File: config.mk
export PLATFORM = sky130hd
export DESIGN_NAME = two_class_fifo_typed_dequeue_flat
export DESIGN_NICKNAME = d
export VERILOG_FILES = /design/src/hw/rtl/tcfq_pkg.sv /design/src/hw/rtl/tcfq_if.sv /design/src/hw/rtl/tcfq_store.sv /design/src/hw/rtl/two_class_fifo_typed_dequeue.sv /design/src/flat_wrapper.sv
export VERILOG_INCLUDE_DIRS = /design/src /design/src/hw/rtl
export SDC_FILE = /design/constraint.sdc
export NUM_CORES = 1
export LEC_CHECK = 0
export ABC_AREA = 1
export BUFFER_PORTS_ARGS = -buffer_cell sky130_fd_sc_hd__clkbuf_2
export CORE_MARGIN = 1.5
export CORE_UTILIZATION = 53
export CTS_CLUSTER_SIZE = 25
export DETAILED_ROUTE_END_ITERATION = 16
export PLACE_DENSITY = 0.67
export REMOVE_ABC_BUFFERS = 1
export SYNTH_ARGS = -nofsm -noshare
export SYNTH_HDL_FRONTEND = slang
export SYNTH_HIERARCHICAL = 1
export SYNTH_SLANG_ARGS = --single-unit
File: constraint.sdc
create_clock -name clk -period 4.41 [get_ports clk]
set_clock_uncertainty 0.2 [all_clocks]
set_input_delay 0.882 -clock clk [delete_from_list [all_inputs] [get_ports clk]]
set_output_delay 0.882 -clock clk [all_outputs]
set_load 0.1 [all_outputs]
File: src/hw/rtl/assert_macros.svh
// Assertion macros shared by the RTL of the two-class queue.
`ifndef ASSERT_MACROS_SVH
`define ASSERT_MACROS_SVH

// Check on every clock edge, quiet while reset is asserted.
`define ASSERT_ALWAYS(label, prop, msg) \
  label: assert property (@(posedge clk) disable iff (!rst_n) (prop)) else $error(msg);

// Implication checked from the same edge.
`define ASSERT_IMPL(label, ante, cons, msg) \
  label: assert property (@(posedge clk) disable iff (!rst_n) (ante) |-> (cons)) else $error(msg);

// Implication checked at the next edge.
`define ASSERT_NEXT(label, ante, cons, msg) \
  label: assert property (@(posedge clk) disable iff (!rst_n) (ante) |=> (cons)) else $error(msg);

`endif

File: src/hw/rtl/tcfq_pkg.sv
// Package: widths, codes and state type of the two-class queue.
package tcfq_pkg;

  localparam int ID_W             = 16;
  localparam int DEF_QUEUE_DEPTH  = 16;
  localparam int DEF_ID_BITS      = 16;

  typedef enum logic [1:0] {
    ACT_ENQUEUE = 2'd0,
    ACT_ANY     = 2'd1,
    ACT_DOG     = 2'd2,
    ACT_CAT     = 2'd3
  } action_t;

  typedef enum logic [1:0] {
    ST_OK   = 2'd0,
    ST_NONE = 2'd1,
    ST_FULL = 2'd2
  } status_t;

  localparam logic KIND_DOG = 1'b0;
  localparam logic KIND_CAT = 1'b1;

  typedef enum logic [2:0] {
    S_IDLE,
    S_RD,
    S_CMP,
    S_SH_RD,
    S_SH_WR,
    S_POST
  } state_t;

endpackage

File: src/hw/rtl/tcfq_if.sv
// Handshake channel interfaces for requests and results.
interface tcfq_in_if import tcfq_pkg::*; ();
  logic            valid;
  logic            ready;
  logic [1:0]      action;
  logic            animal_kind;
  logic [ID_W-1:0] animal_id;

  modport source (output valid, action, animal_kind, animal_id, input ready);
  modport sink   (input valid, action, animal_kind, animal_id, output ready);
endinterface

interface tcfq_out_if import tcfq_pkg::*; ();
  logic            valid;
  logic            ready;
  logic [1:0]      status;
  logic            out_kind;
  logic [ID_W-1:0] out_id;

  modport source (output valid, status, out_kind, out_id, input ready);
  modport sink   (input valid, status, out_kind, out_id, output ready);
endinterface

File: src/hw/rtl/tcfq_store.sv
// Entry store: one write port, one registered read port.
module tcfq_store #(
  parameter int DEPTH = 16,
  parameter int WIDTH = 17
) (
  input  logic                     clk,
  input  logic                     wr_en,
  input  logic [$clog2(DEPTH)-1:0] wr_addr,
  input  logic [WIDTH-1:0]         wr_data,
  input  logic [$clog2(DEPTH)-1:0] rd_addr,
  output logic [WIDTH-1:0]         rd_data
);

  logic [WIDTH-1:0] mem [DEPTH];
  logic [WIDTH-1:0] rd_data_r;

  always_ff @(posedge clk) begin
    if (wr_en) begin
      mem[wr_addr] <= wr_data;
    end
  end

  always_ff @(posedge clk) begin
    rd_data_r <= mem[rd_addr];
  end

  assign rd_data = rd_data_r;

endmodule

File: src/hw/rtl/two_class_fifo_typed_dequeue.sv
// Top level: arrival-ordered two-kind queue with typed dequeue.
// Sequence: enqueue (also when full) and dequeue from an empty queue go straight to posting
//   the result; a dequeue reads and compares entries from the head up to the first hit, then
//   shifts every later entry down (read, write) and posts; a miss scans all held entries.
// Throughput: one transaction at a time, and posting waits on any out_ready stall; the single
//   store read port and the shared kind compare / index counter set the pace.
module two_class_fifo_typed_dequeue
  import tcfq_pkg::*;
#(
  parameter int QUEUE_DEPTH = DEF_QUEUE_DEPTH,
  parameter int ID_BITS     = DEF_ID_BITS
) (
  input  logic         clk,
  input  logic         rst_n,
  tcfq_in_if.sink      in_ch,
  tcfq_out_if.source   out_ch
);

  `include "assert_macros.svh"

  // Reset (rst_n low, synchronous) empties the queue and drops any pending result.

  // Stored id keeps only the bits that can ever be nonzero.
  localparam int SW = (ID_BITS < ID_W) ? ID_BITS : ID_W;
  localparam int EW = SW + 1;                      // kind above id
  localparam int AW = $clog2(QUEUE_DEPTH);         // store address
  localparam int CW = $clog2(QUEUE_DEPTH + 1);     // fill count

  state_t         state_r,       state_nxt;
  logic [CW-1:0]  count_r,       count_nxt;
  logic [AW-1:0]  idx_r,         idx_nxt;
  action_t        act_r,         act_nxt;
  status_t        res_status_r,  res_status_nxt;
  logic           res_kind_r,    res_kind_nxt;
  logic [SW-1:0]  res_id_r,      res_id_nxt;
  logic           out_valid_r,   out_valid_nxt;
  status_t        out_status_r,  out_status_nxt;
  logic           out_kind_r,    out_kind_nxt;
  logic [SW-1:0]  out_id_r,      out_id_nxt;

  // Store port signals
  logic           st_we;
  logic [AW-1:0]  st_waddr;
  logic [EW-1:0]  st_wdata;
  logic [AW-1:0]  st_raddr;
  logic [EW-1:0]  st_rdata;

  logic           in_acc;
  logic [CW-1:0]  idx_inc;       // idx + 1 in count width
  logic           want_kind;     // kind asked for by a typed dequeue
  logic           hit;           // shared compare: entry qualifies for removal
  logic [ID_W-1:0] out_id_ext;

  tcfq_store #(
    .DEPTH (QUEUE_DEPTH),
    .WIDTH (EW)
  ) u_store (
    .clk     (clk),
    .wr_en   (st_we),
    .wr_addr (st_waddr),
    .wr_data (st_wdata),
    .rd_addr (st_raddr),
    .rd_data (st_rdata)
  );

  assign in_ch.ready = (state_r == S_IDLE);
  assign in_acc      = in_ch.valid && in_ch.ready;

  assign idx_inc   = CW'(idx_r) + CW'(1);
  assign want_kind = (act_r == ACT_CAT) ? KIND_CAT : KIND_DOG;
  assign hit       = (act_r == ACT_ANY) || (st_rdata[EW-1] == want_kind);

  always_comb begin
    state_nxt      = state_r;
    count_nxt      = count_r;
    idx_nxt        = idx_r;
    act_nxt        = act_r;
    res_status_nxt = res_status_r;
    res_kind_nxt   = res_kind_r;
    res_id_nxt     = res_id_r;
    out_valid_nxt  = out_valid_r && !out_ch.ready;
    out_status_nxt = out_status_r;
    out_kind_nxt   = out_kind_r;
    out_id_nxt     = out_id_r;
    st_we          = 1'b0;
    st_waddr       = idx_r;
    st_wdata       = st_rdata;
    st_raddr       = idx_r;

    case (state_r)
      S_IDLE: begin
        if (in_acc) begin
          act_nxt        = action_t'(in_ch.action);
          idx_nxt        = '0;
          res_kind_nxt   = 1'b0;
          res_id_nxt     = '0;
          res_status_nxt = ST_OK;
          state_nxt      = S_POST;
          if (action_t'(in_ch.action) == ACT_ENQUEUE) begin
            if (count_r == CW'(QUEUE_DEPTH)) begin
              res_status_nxt = ST_FULL;
            end else begin
              // append at the tail straight from the request
              st_we     = 1'b1;
              st_waddr  = count_r[AW-1:0];
              st_wdata  = {in_ch.animal_kind, in_ch.animal_id[SW-1:0]};
              count_nxt = count_r + CW'(1);
            end
          end else if (count_r == '0) begin
            res_status_nxt = ST_NONE;
          end else begin
            state_nxt = S_RD;
          end
        end
      end

      S_RD: begin
        st_raddr  = idx_r;
        state_nxt = S_CMP;
      end

      S_CMP: begin
        if (hit) begin
          res_kind_nxt = st_rdata[EW-1];
          res_id_nxt   = st_rdata[SW-1:0];
          if (idx_inc == count_r) begin
            count_nxt = count_r - CW'(1);
            state_nxt = S_POST;
          end else begin
            state_nxt = S_SH_RD;
          end
        end else if (idx_inc == count_r) begin
          res_status_nxt = ST_NONE;
          state_nxt      = S_POST;
        end else begin
          idx_nxt   = idx_inc[AW-1:0];
          state_nxt = S_RD;
        end
      end

      // close the gap: move entry idx+1 down to idx
      S_SH_RD: begin
        st_raddr  = idx_inc[AW-1:0];
        state_nxt = S_SH_WR;
      end

      S_SH_WR: begin
        st_we    = 1'b1;
        st_waddr = idx_r;
        st_wdata = st_rdata;
        if (idx_inc == count_r - CW'(1)) begin
          count_nxt = count_r - CW'(1);
          state_nxt = S_POST;
        end else begin
          idx_nxt   = idx_inc[AW-1:0];
          state_nxt = S_SH_RD;
        end
      end

      S_POST: begin
        // hold here while the previous result is still unclaimed
        if (!out_valid_r || out_ch.ready) begin
          out_valid_nxt  = 1'b1;
          out_status_nxt = res_status_r;
          out_kind_nxt   = res_kind_r;
          out_id_nxt     = res_id_r;
          state_nxt      = S_IDLE;
        end
      end

      default: begin
        state_nxt = S_IDLE;
      end
    endcase
  end

  always_ff @(posedge clk) begin
    if (!rst_n) begin
      state_r     <= S_IDLE;
      count_r     <= '0;
      out_valid_r <= 1'b0;
    end else begin
      state_r     <= state_nxt;
      count_r     <= count_nxt;
      out_valid_r <= out_valid_nxt;
    end
  end

  always_ff @(posedge clk) begin
    idx_r        <= idx_nxt;
    act_r        <= act_nxt;
    res_status_r <= res_status_nxt;
    res_kind_r   <= res_kind_nxt;
    res_id_r     <= res_id_nxt;
    out_status_r <= out_status_nxt;
    out_kind_r   <= out_kind_nxt;
    out_id_r     <= out_id_nxt;
  end

  always_comb begin
    out_id_ext         = '0;
    out_id_ext[SW-1:0] = out_id_r;
  end

  assign out_ch.valid    = out_valid_r;
  assign out_ch.status   = out_status_r;
  assign out_ch.out_kind = out_kind_r;
  assign out_ch.out_id   = out_id_ext;

  // Fill count stays within the store.
  `ASSERT_ALWAYS(a_count_bound, count_r <= CW'(QUEUE_DEPTH), "entry count beyond depth")

  // An accepted enqueue with room grows the queue by one.
  `ASSERT_NEXT(a_enq_grows, in_acc && action_t'(in_ch.action) == ACT_ENQUEUE && count_r != CW'(QUEUE_DEPTH), count_r == $past(count_r) + CW'(1), "enqueue did not grow count")

  // Shifting only touches places below the fill count.
  `ASSERT_IMPL(a_shift_range, state_r == S_SH_WR || state_r == S_SH_RD, idx_inc < count_r, "shift past tail")

  // Failed results carry no entry.
  `ASSERT_IMPL(a_empty_payload, out_valid_r && out_status_r != ST_OK, !out_kind_r && out_id_r == '0, "payload on failed result")

endmodule
File: src/flat_wrapper.sv
// flat-port wrapper written by rule: the top's interface ports become plain ports
module two_class_fifo_typed_dequeue_flat import tcfq_pkg::*;
#(
  parameter int QUEUE_DEPTH = DEF_QUEUE_DEPTH,
  parameter int ID_BITS     = DEF_ID_BITS
)
  (clk, rst_n, in_ch_valid, in_ch_action, in_ch_animal_kind, in_ch_animal_id, in_ch_ready, out_ch_valid, out_ch_status, out_ch_out_kind, out_ch_out_id, out_ch_ready);
  tcfq_in_if in_ch_i ();
  tcfq_out_if out_ch_i ();
  input  logic clk;
  input  logic rst_n;
  input wire logic [$bits(in_ch_i.valid)-1:0] in_ch_valid;
  input wire logic [$bits(in_ch_i.action)-1:0] in_ch_action;
  input wire logic [$bits(in_ch_i.animal_kind)-1:0] in_ch_animal_kind;
  input wire logic [$bits(in_ch_i.animal_id)-1:0] in_ch_animal_id;
  output wire logic [$bits(in_ch_i.ready)-1:0] in_ch_ready;
  output wire logic [$bits(out_ch_i.valid)-1:0] out_ch_valid;
  output wire logic [$bits(out_ch_i.status)-1:0] out_ch_status;
  output wire logic [$bits(out_ch_i.out_kind)-1:0] out_ch_out_kind;
  output wire logic [$bits(out_ch_i.out_id)-1:0] out_ch_out_id;
  input wire logic [$bits(out_ch_i.ready)-1:0] out_ch_ready;
  assign in_ch_i.valid = in_ch_valid;
  assign in_ch_i.action = in_ch_action;
  assign in_ch_i.animal_kind = in_ch_animal_kind;
  assign in_ch_i.animal_id = in_ch_animal_id;
  assign in_ch_ready = in_ch_i.ready;
  assign out_ch_valid = out_ch_i.valid;
  assign out_ch_status = out_ch_i.status;
  assign out_ch_out_kind = out_ch_i.out_kind;
  assign out_ch_out_id = out_ch_i.out_id;
  assign out_ch_i.ready = out_ch_ready;
  two_class_fifo_typed_dequeue #(.QUEUE_DEPTH(QUEUE_DEPTH), .ID_BITS(ID_BITS)) u_core (.clk(clk), .rst_n(rst_n), .in_ch(in_ch_i), .out_ch(out_ch_i));
endmodule
Yosys cells after proc, flatten, opt, wreduce, memory -nomap -nowiden
Memory sizes are Yosys's and may differ from the RTL's. A register that Yosys moved wholly into a read port is not among the register bits.
Index checks and enable logic that the tools add are counted.
W data, S select, Z words.
- flip-flop bits (word level): 53
- RAM bits: 272
- bits of input ports: 23
- output and inout port bits: 21
- word-level logic and storage cells: 106
- memories: 1
- memories (name ; depth ; width ; read ports ; clocked after memory_dff ; write ports ; RTL line ; source):
    u_core.u_store.mem ; 16 ; 17 ; 1 ; 1 ; 1 ; tcfq_store.sv:14 ; logic [WIDTH-1:0] mem [DEPTH];
- add/sub/neg operators: 3
- equal/unequal tests: 21
- mux-type cells: 52
- reductions and logical operators: 18
- operators with widths (cell ; number):
    $mux W17 ; 4
    $mux W4 ; 9
    $mux W16 ; 2
    $pmux W16 S2 ; 1
    $mux W5 ; 6
    $mux W3 ; 8
    $pmux W3 S6 ; 1
    $pmux W5 S3 ; 1
    $ne A2 B2 Y1 const B ; 6
    $pmux W4 S3 ; 1
    $mux W1 ; 11
    $eq A5 B5 Y1 ; 2
    $mux W2 ; 5
    $ne A2 B1 Y1 const B ; 4
    $reduce_and A7 Y1 ; 1
    $eq A3 B2 Y1 const B ; 2
    $eq A3 B3 Y1 const B ; 2
    $reduce_and A2 Y1 ; 3
    $add A4 B1 Y5 const B ; 1
    $add A5 B1 Y5 const B ; 1
    $eq A5 B5 Y1 const B ; 1
    $logic_not A5 Y1 ; 1
    $reduce_and A5 Y1 ; 1
    $sub A5 B1 Y5 const B ; 1
    15 further kinds ; 19

Depth between registers and ports, before layout
- depth in word-level cells: 7
- gate-level depth with buffers: 15

Cells and area by module
The synthesis kept the hierarchy.
- modules (own cells, without submodules) (module ; times used ; cells an instance ; area each (um^2) ; sequential area each (um^2)):
    tcfq_store ; 1 ; 1139 ; 12027.8 ; 8508.2
    two_class_fifo_typed_dequeue ; 1 ; 311 ; 2753.9 ; 1501.4

Least setup slack after synthesis
OpenSTA, ideal clock, no wires.
- path type: reg2reg
- from: register u_core.state_r[1]
- to: memory u_core.u_store.mem[10][0], enable pin
- library setup time: 0.390 ns
- arrival: 2.776 ns
- data required time: 3.820 ns
- path slack: 1.044 ns
- stages on the path, launching flop included: 10
- period minus slack after synthesis: 3.366 ns
- cell sequence: dfxtp_1 inv_1 nand2_2 nor2_4 inv_2 nor3_4 buf_2 o22ai_1 nand3b_1 nor2_1
- elaborated cells on any way between the ends: 9
- classes of those cells: 1 x eq/ne; 6 x mux; 2 x reduce/logical
- RTL lines (what ; RTL line ; source):
    start, declared ; two_class_fifo_typed_dequeue.sv:29 ; state_t state_r, state_nxt;
    start signal, assigned ; two_class_fifo_typed_dequeue.sv:183 ; state_r <= state_nxt;
    $logic_not A3 Y1 (*) ; two_class_fifo_typed_dequeue.sv:66 ; assign in_ch.ready = (state_r == S_IDLE);
    named net in_ch_ready ; flat_wrapper.sv:16 ; output wire logic [$bits(in_ch_i.ready)-1:0] in_ch_ready;
    $logic_and A1 B1 Y1 ; two_class_fifo_typed_dequeue.sv:67 ; assign in_acc = in_ch.valid && in_ch.ready;
    $mux W4 ; two_class_fifo_typed_dequeue.sv:92 ; if (in_acc) begin
    $mux W4 (*) ; two_class_fifo_typed_dequeue.sv:90 ; case (state_r)
    named net u_core.st_waddr[2] ; two_class_fifo_typed_dequeue.sv:43 ; logic [AW-1:0] st_waddr;
    end, declared ; tcfq_store.sv:14 ;
Mark *: on every way through the listed nets, which the timed path passes. The rest lies on a longest branch.

Worst setup path after layout
- from: register u_core.count_r[0]
- to: memory u_core.u_store.mem[11][10], enable pin
- elaborated cells on any way between the ends: 11
- classes of those cells: 1 x eq/ne; 10 x mux
- RTL lines (what ; RTL line ; source):
    start, declared ; two_class_fifo_typed_dequeue.sv:30 ; logic [CW-1:0] count_r, count_nxt;
    start signal, assigned ; two_class_fifo_typed_dequeue.sv:184 ; count_r <= count_nxt;
    $eq A5 B5 Y1 ; two_class_fifo_typed_dequeue.sv:100 ; if (count_r == CW'(QUEUE_DEPTH)) begin
    $mux W4 (*) ; two_class_fifo_typed_dequeue.sv:100 ;
    $mux W4 (*) ; two_class_fifo_typed_dequeue.sv:99 ; if (action_t'(in_ch.action) == ACT_ENQUEUE) begin
    $mux W4 (*) ; two_class_fifo_typed_dequeue.sv:92 ;
    $mux W4 (*) ; two_class_fifo_typed_dequeue.sv:90 ;
    named net u_core.st_waddr[0] ; two_class_fifo_typed_dequeue.sv:43 ;
Marks and branches as above.

==> impl_results.md <==
- Initial antenna violation count: 0
- Sw Ratio: 39.6%
- Post-Syn Area per Cell: 10.2 µm²
- Sequential Power Share: a little under two fifths
- Clk buf depth: 3
- Clk root buf: clkbuf_16
- H-tree level count: 2
- # diodes: 0
- Drt wl/cell: approximately 18 µm
- First-pass GRT wire length: between 50000 and 60000 µm
- Worst-margin pin slew: ~1.2 ns
- Synthesized flop and latch total: approximately 340
- CTS tree: built
- Combinational Power Share: 38.4%
- Reg2reg start: u_core/count_r[0]
- Die H: around 170 µm
- Switch Pwr: 0.00484 W
- Layout cell share with drive strength beyond 1: around an eighth
- Period utilization: between 70% and 80%
- Detailed Route WL: 34600 µm
- Tot Pwr: ~0.012 W
- Slowest-stage cell, CP: nor2_2
- Top-area cell type share of the netlist area: around 64%
- Arrival time worst endpoint: ~3.5 ns
- Starting density of the core: between 50% and 60%
- Fmax: between 200 and 300 MHz
- P&R area growth vs syn: 13.0%
- Clock power frac: a little under a quarter
- Maximum vdd drop: ~600 µV
- Sink Count: ~340
- Power Dens Cells: roughly 730 nW/µm²
- Ys Warns: 6
- Crit path cell chain: inv_1 -> ha_1 -> nand3_2 -> nand2_1 -> nor3_4 -> buf_4 -> inv_2 -> o21ai_0 -> nand2_1 -> nor2_2 -> buf_4
- Leak: ~7 nW
- Final setup vio count: 0
- Setup Slack @ Placement: approximately 0.76 ns
- Ports: 44
- Final HPWL DP: a little over 20000 µm
- # Post-CTS Setup Buffers: 0
- Crit Path Class: register to register
- Die width: roughly 170 µm
- WP data required: about 4.4 ns
- Total CTS buffers: 36
- Main area contributors after synthesis: edfxtp_1, nand2_1, nand3_1, inv_1, dfxtp_1
- CTS clk-pin slew, worst paths: 0.06 ns
- Post-Synthesis Cell Area: ~15000 µm²
- Post-route minimum period: 3.50 ns
- Mapped Cells: 1450
- Pint: roughly 0.0074 W
- Core Rows: 60
- Fin Hold WS: ~0.22 ns
- IO buf count: 43
- Via count of the first global-routing pass: roughly 9600
- ANT nets after route: 0
- Initial DRC Count: 900
- Setup repair after global routing missed its margin: false
- Type of origin of the critical path: register
- Fin. Hold Viols: 0
- Crit path largest cell delay: about 0.52 ns
- Count of cell types in the netlist: 34
- Largest net degree at the start of global routing: around 140
- First drt pass iteration count: 5
- Worst Path Max Fanout: 13
- Post-route setup slack: between 0.9 and 1 ns
- NumNets Final: ~1500
- Post-placement cell area: 15600 µm²
- Die area: a little under 30000 µm²
- DRC Markers: 0
- Total global-route track usage: 24.9%
- Hold_sp: u_core/res_kind_r
- RePlAce Congestion: 0.876
- Post-route cell area: around 17000 µm²
- Type of the most critical hold path: register to register
- Vias: around 10000
- Post-DR vias/cell: 5.22
- Max_cap viols: 0
- Slew Viols, Final: 0
- Crit path from: u_core/count_r[0]
- Seq/Total Area, Yosys: 67.7%
- Critical path capture point type: register
- Synth area leader: edfxtp_1
- Core ar.: ~27000 µm²
- Aggregate global routing overflow: 0
- Clk Latency, worst-skew pair: between 0.5 and 0.6 ns
- Status: finished clean
- CTS Hold Buffers Added: 0
- Slew headroom: between 10% and 20%
- Post-cts sizing count: 0
## area by class of cell
| cell class | count | area, µm² |
|---|---|---|
| multi-input cells | 790 | 3580 |
| fillers | 2224 | 10500 |
| inverters | 256 | 963 |
| repair buffers | 86 | 563 |
| clock buffers | 51 | 1020 |
| clock inverters | 13 | 110 |
| flip-flops and latches | 342 | 10000 |
| well taps | 372 | 465 |
## per-stage QoR
stage | util, % | TNS [ns] | std cells
after floorplan | - | -80.47 | 1388
after detailed placement | 57.3 | 0 | 1846
after global routing | 61.5 | 0 | 1910
final | 61.5 | 0 | 1910
after CTS | 61.5 | 0 | 1910
after global placement | 57.3 | 0 | 1846
## worst paths after layout
check                           cells past startpoint  slack [ns]                          to
worst max register to register                     11        0.91  u_core/u_store/mem[11][10]
worst min register to register                      0        0.22      u_core/out_ch.out_kind
worst min-delay path                                0        0.22      u_core/out_ch.out_kind
worst max-delay path                               11        0.91  u_core/u_store/mem[11][10]
## synth_stat cells
library cell and number:
xnor2_1 5, buf_8 1, a21oi_4 1, nor3_4 1, nand3b_1 3, nand2_1 437
xor2_1 4, ha_1 3, nand2_4 1, nor2_1 58, nand3_1 218, a31oi_1 1
buf_6 2, nor2_4 2, dfxtp_1 26, clkbuf_1 20, buf_1 4, buf_2 26
o21ai_1 6, inv_2 7, nor2_2 3, nand4_1 2, nor3_1 4, clkinv_1 2
o2111a_1 1, buf_4 9, a21oi_1 6, nand3_2 2, inv_1 247, edfxtp_1 316
xor2_2 1, nand2_2 7, o21ai_0 22, o22ai_1 2
## per-layer routing
layer  vias up  track usage [%]  routed length (µm)
met1      4749             34.1               15000
met3        63             4.00                2380
met5         -                0                   0
met2       352             40.4               16300
li1       4802                -                   -
met4         0             9.04                 898
## layout by cell type (no fill, tap or decap), types with 3 or more instances in the layout
cell type	instances
clkinv_2	7
ha_1	3
nor2_2	21
xnor2_1	5
buf_4	41
clkbuf_1	10
o21ai_0	9
dfxtp_1	26
xor2_1	3
nor2_1	40
clkbuf_8	4
nand2_1	437
nand2_2	7
nand3b_1	3
o21ai_1	16
inv_2	6
clkinv_1	6
inv_1	247
edfxtp_1	316
nor3_1	4
clkbuf_16	37
clkbuf_2	43
nand3_1	218
a21oi_1	6
## state kept, by name, summed over array words and instances (netlist names)
register and flops:
u_core/res_kind_r 1, u_core/res_status_r 2, u_core/u_store/rd_data 17, u_core/out_ch.status 2
u_core/state_r 3, u_core/out_ch.valid 1, u_core/res_id_r 16, u_core/out_ch.out_kind 1
u_core/idx_r 4, u_core/u_store/mem 272, u_core/act_r 2, u_core/count_r 5
u_core/out_ch.out_id 16
## kinds of logic after synthesis
group | Yosys count | share of synthesized area [%]
DFF | 342 | 67.7
xor gates and xnor gates | 10 | 0.643
buffers and inverters | 318 | 8.70
adders and majority gates | 3 | 0.254
AOI/OAI and AO/OA | 39 | 1.46
and+or+nand+nor | 738 | 21.2
## power groups by stage
stage                     sequential (W)  combinational (W)  clock [W]
after floorplan                  0.00473            0.00302          0
after global placement           0.00467            0.00458          0
after detailed placement         0.00468            0.00465          0
after CTS                        0.00462            0.00468    0.00296
after global routing             0.00465            0.00519    0.00308
final                            0.00462            0.00470    0.00292
## critical path, delay by kind of cell (launching register included)
family | cells | cell delay [ns]
AND/OR/NAND/NOR | 5 | 1.15
flip-flops | 1 | 0.43
adder cells (fa/ha/maj) | 1 | 0.32
AO/OA/AOI/OAI | 1 | 0.33
buffers and inverters | 4 | 0.77
Power figures use the tool's default switching activity.
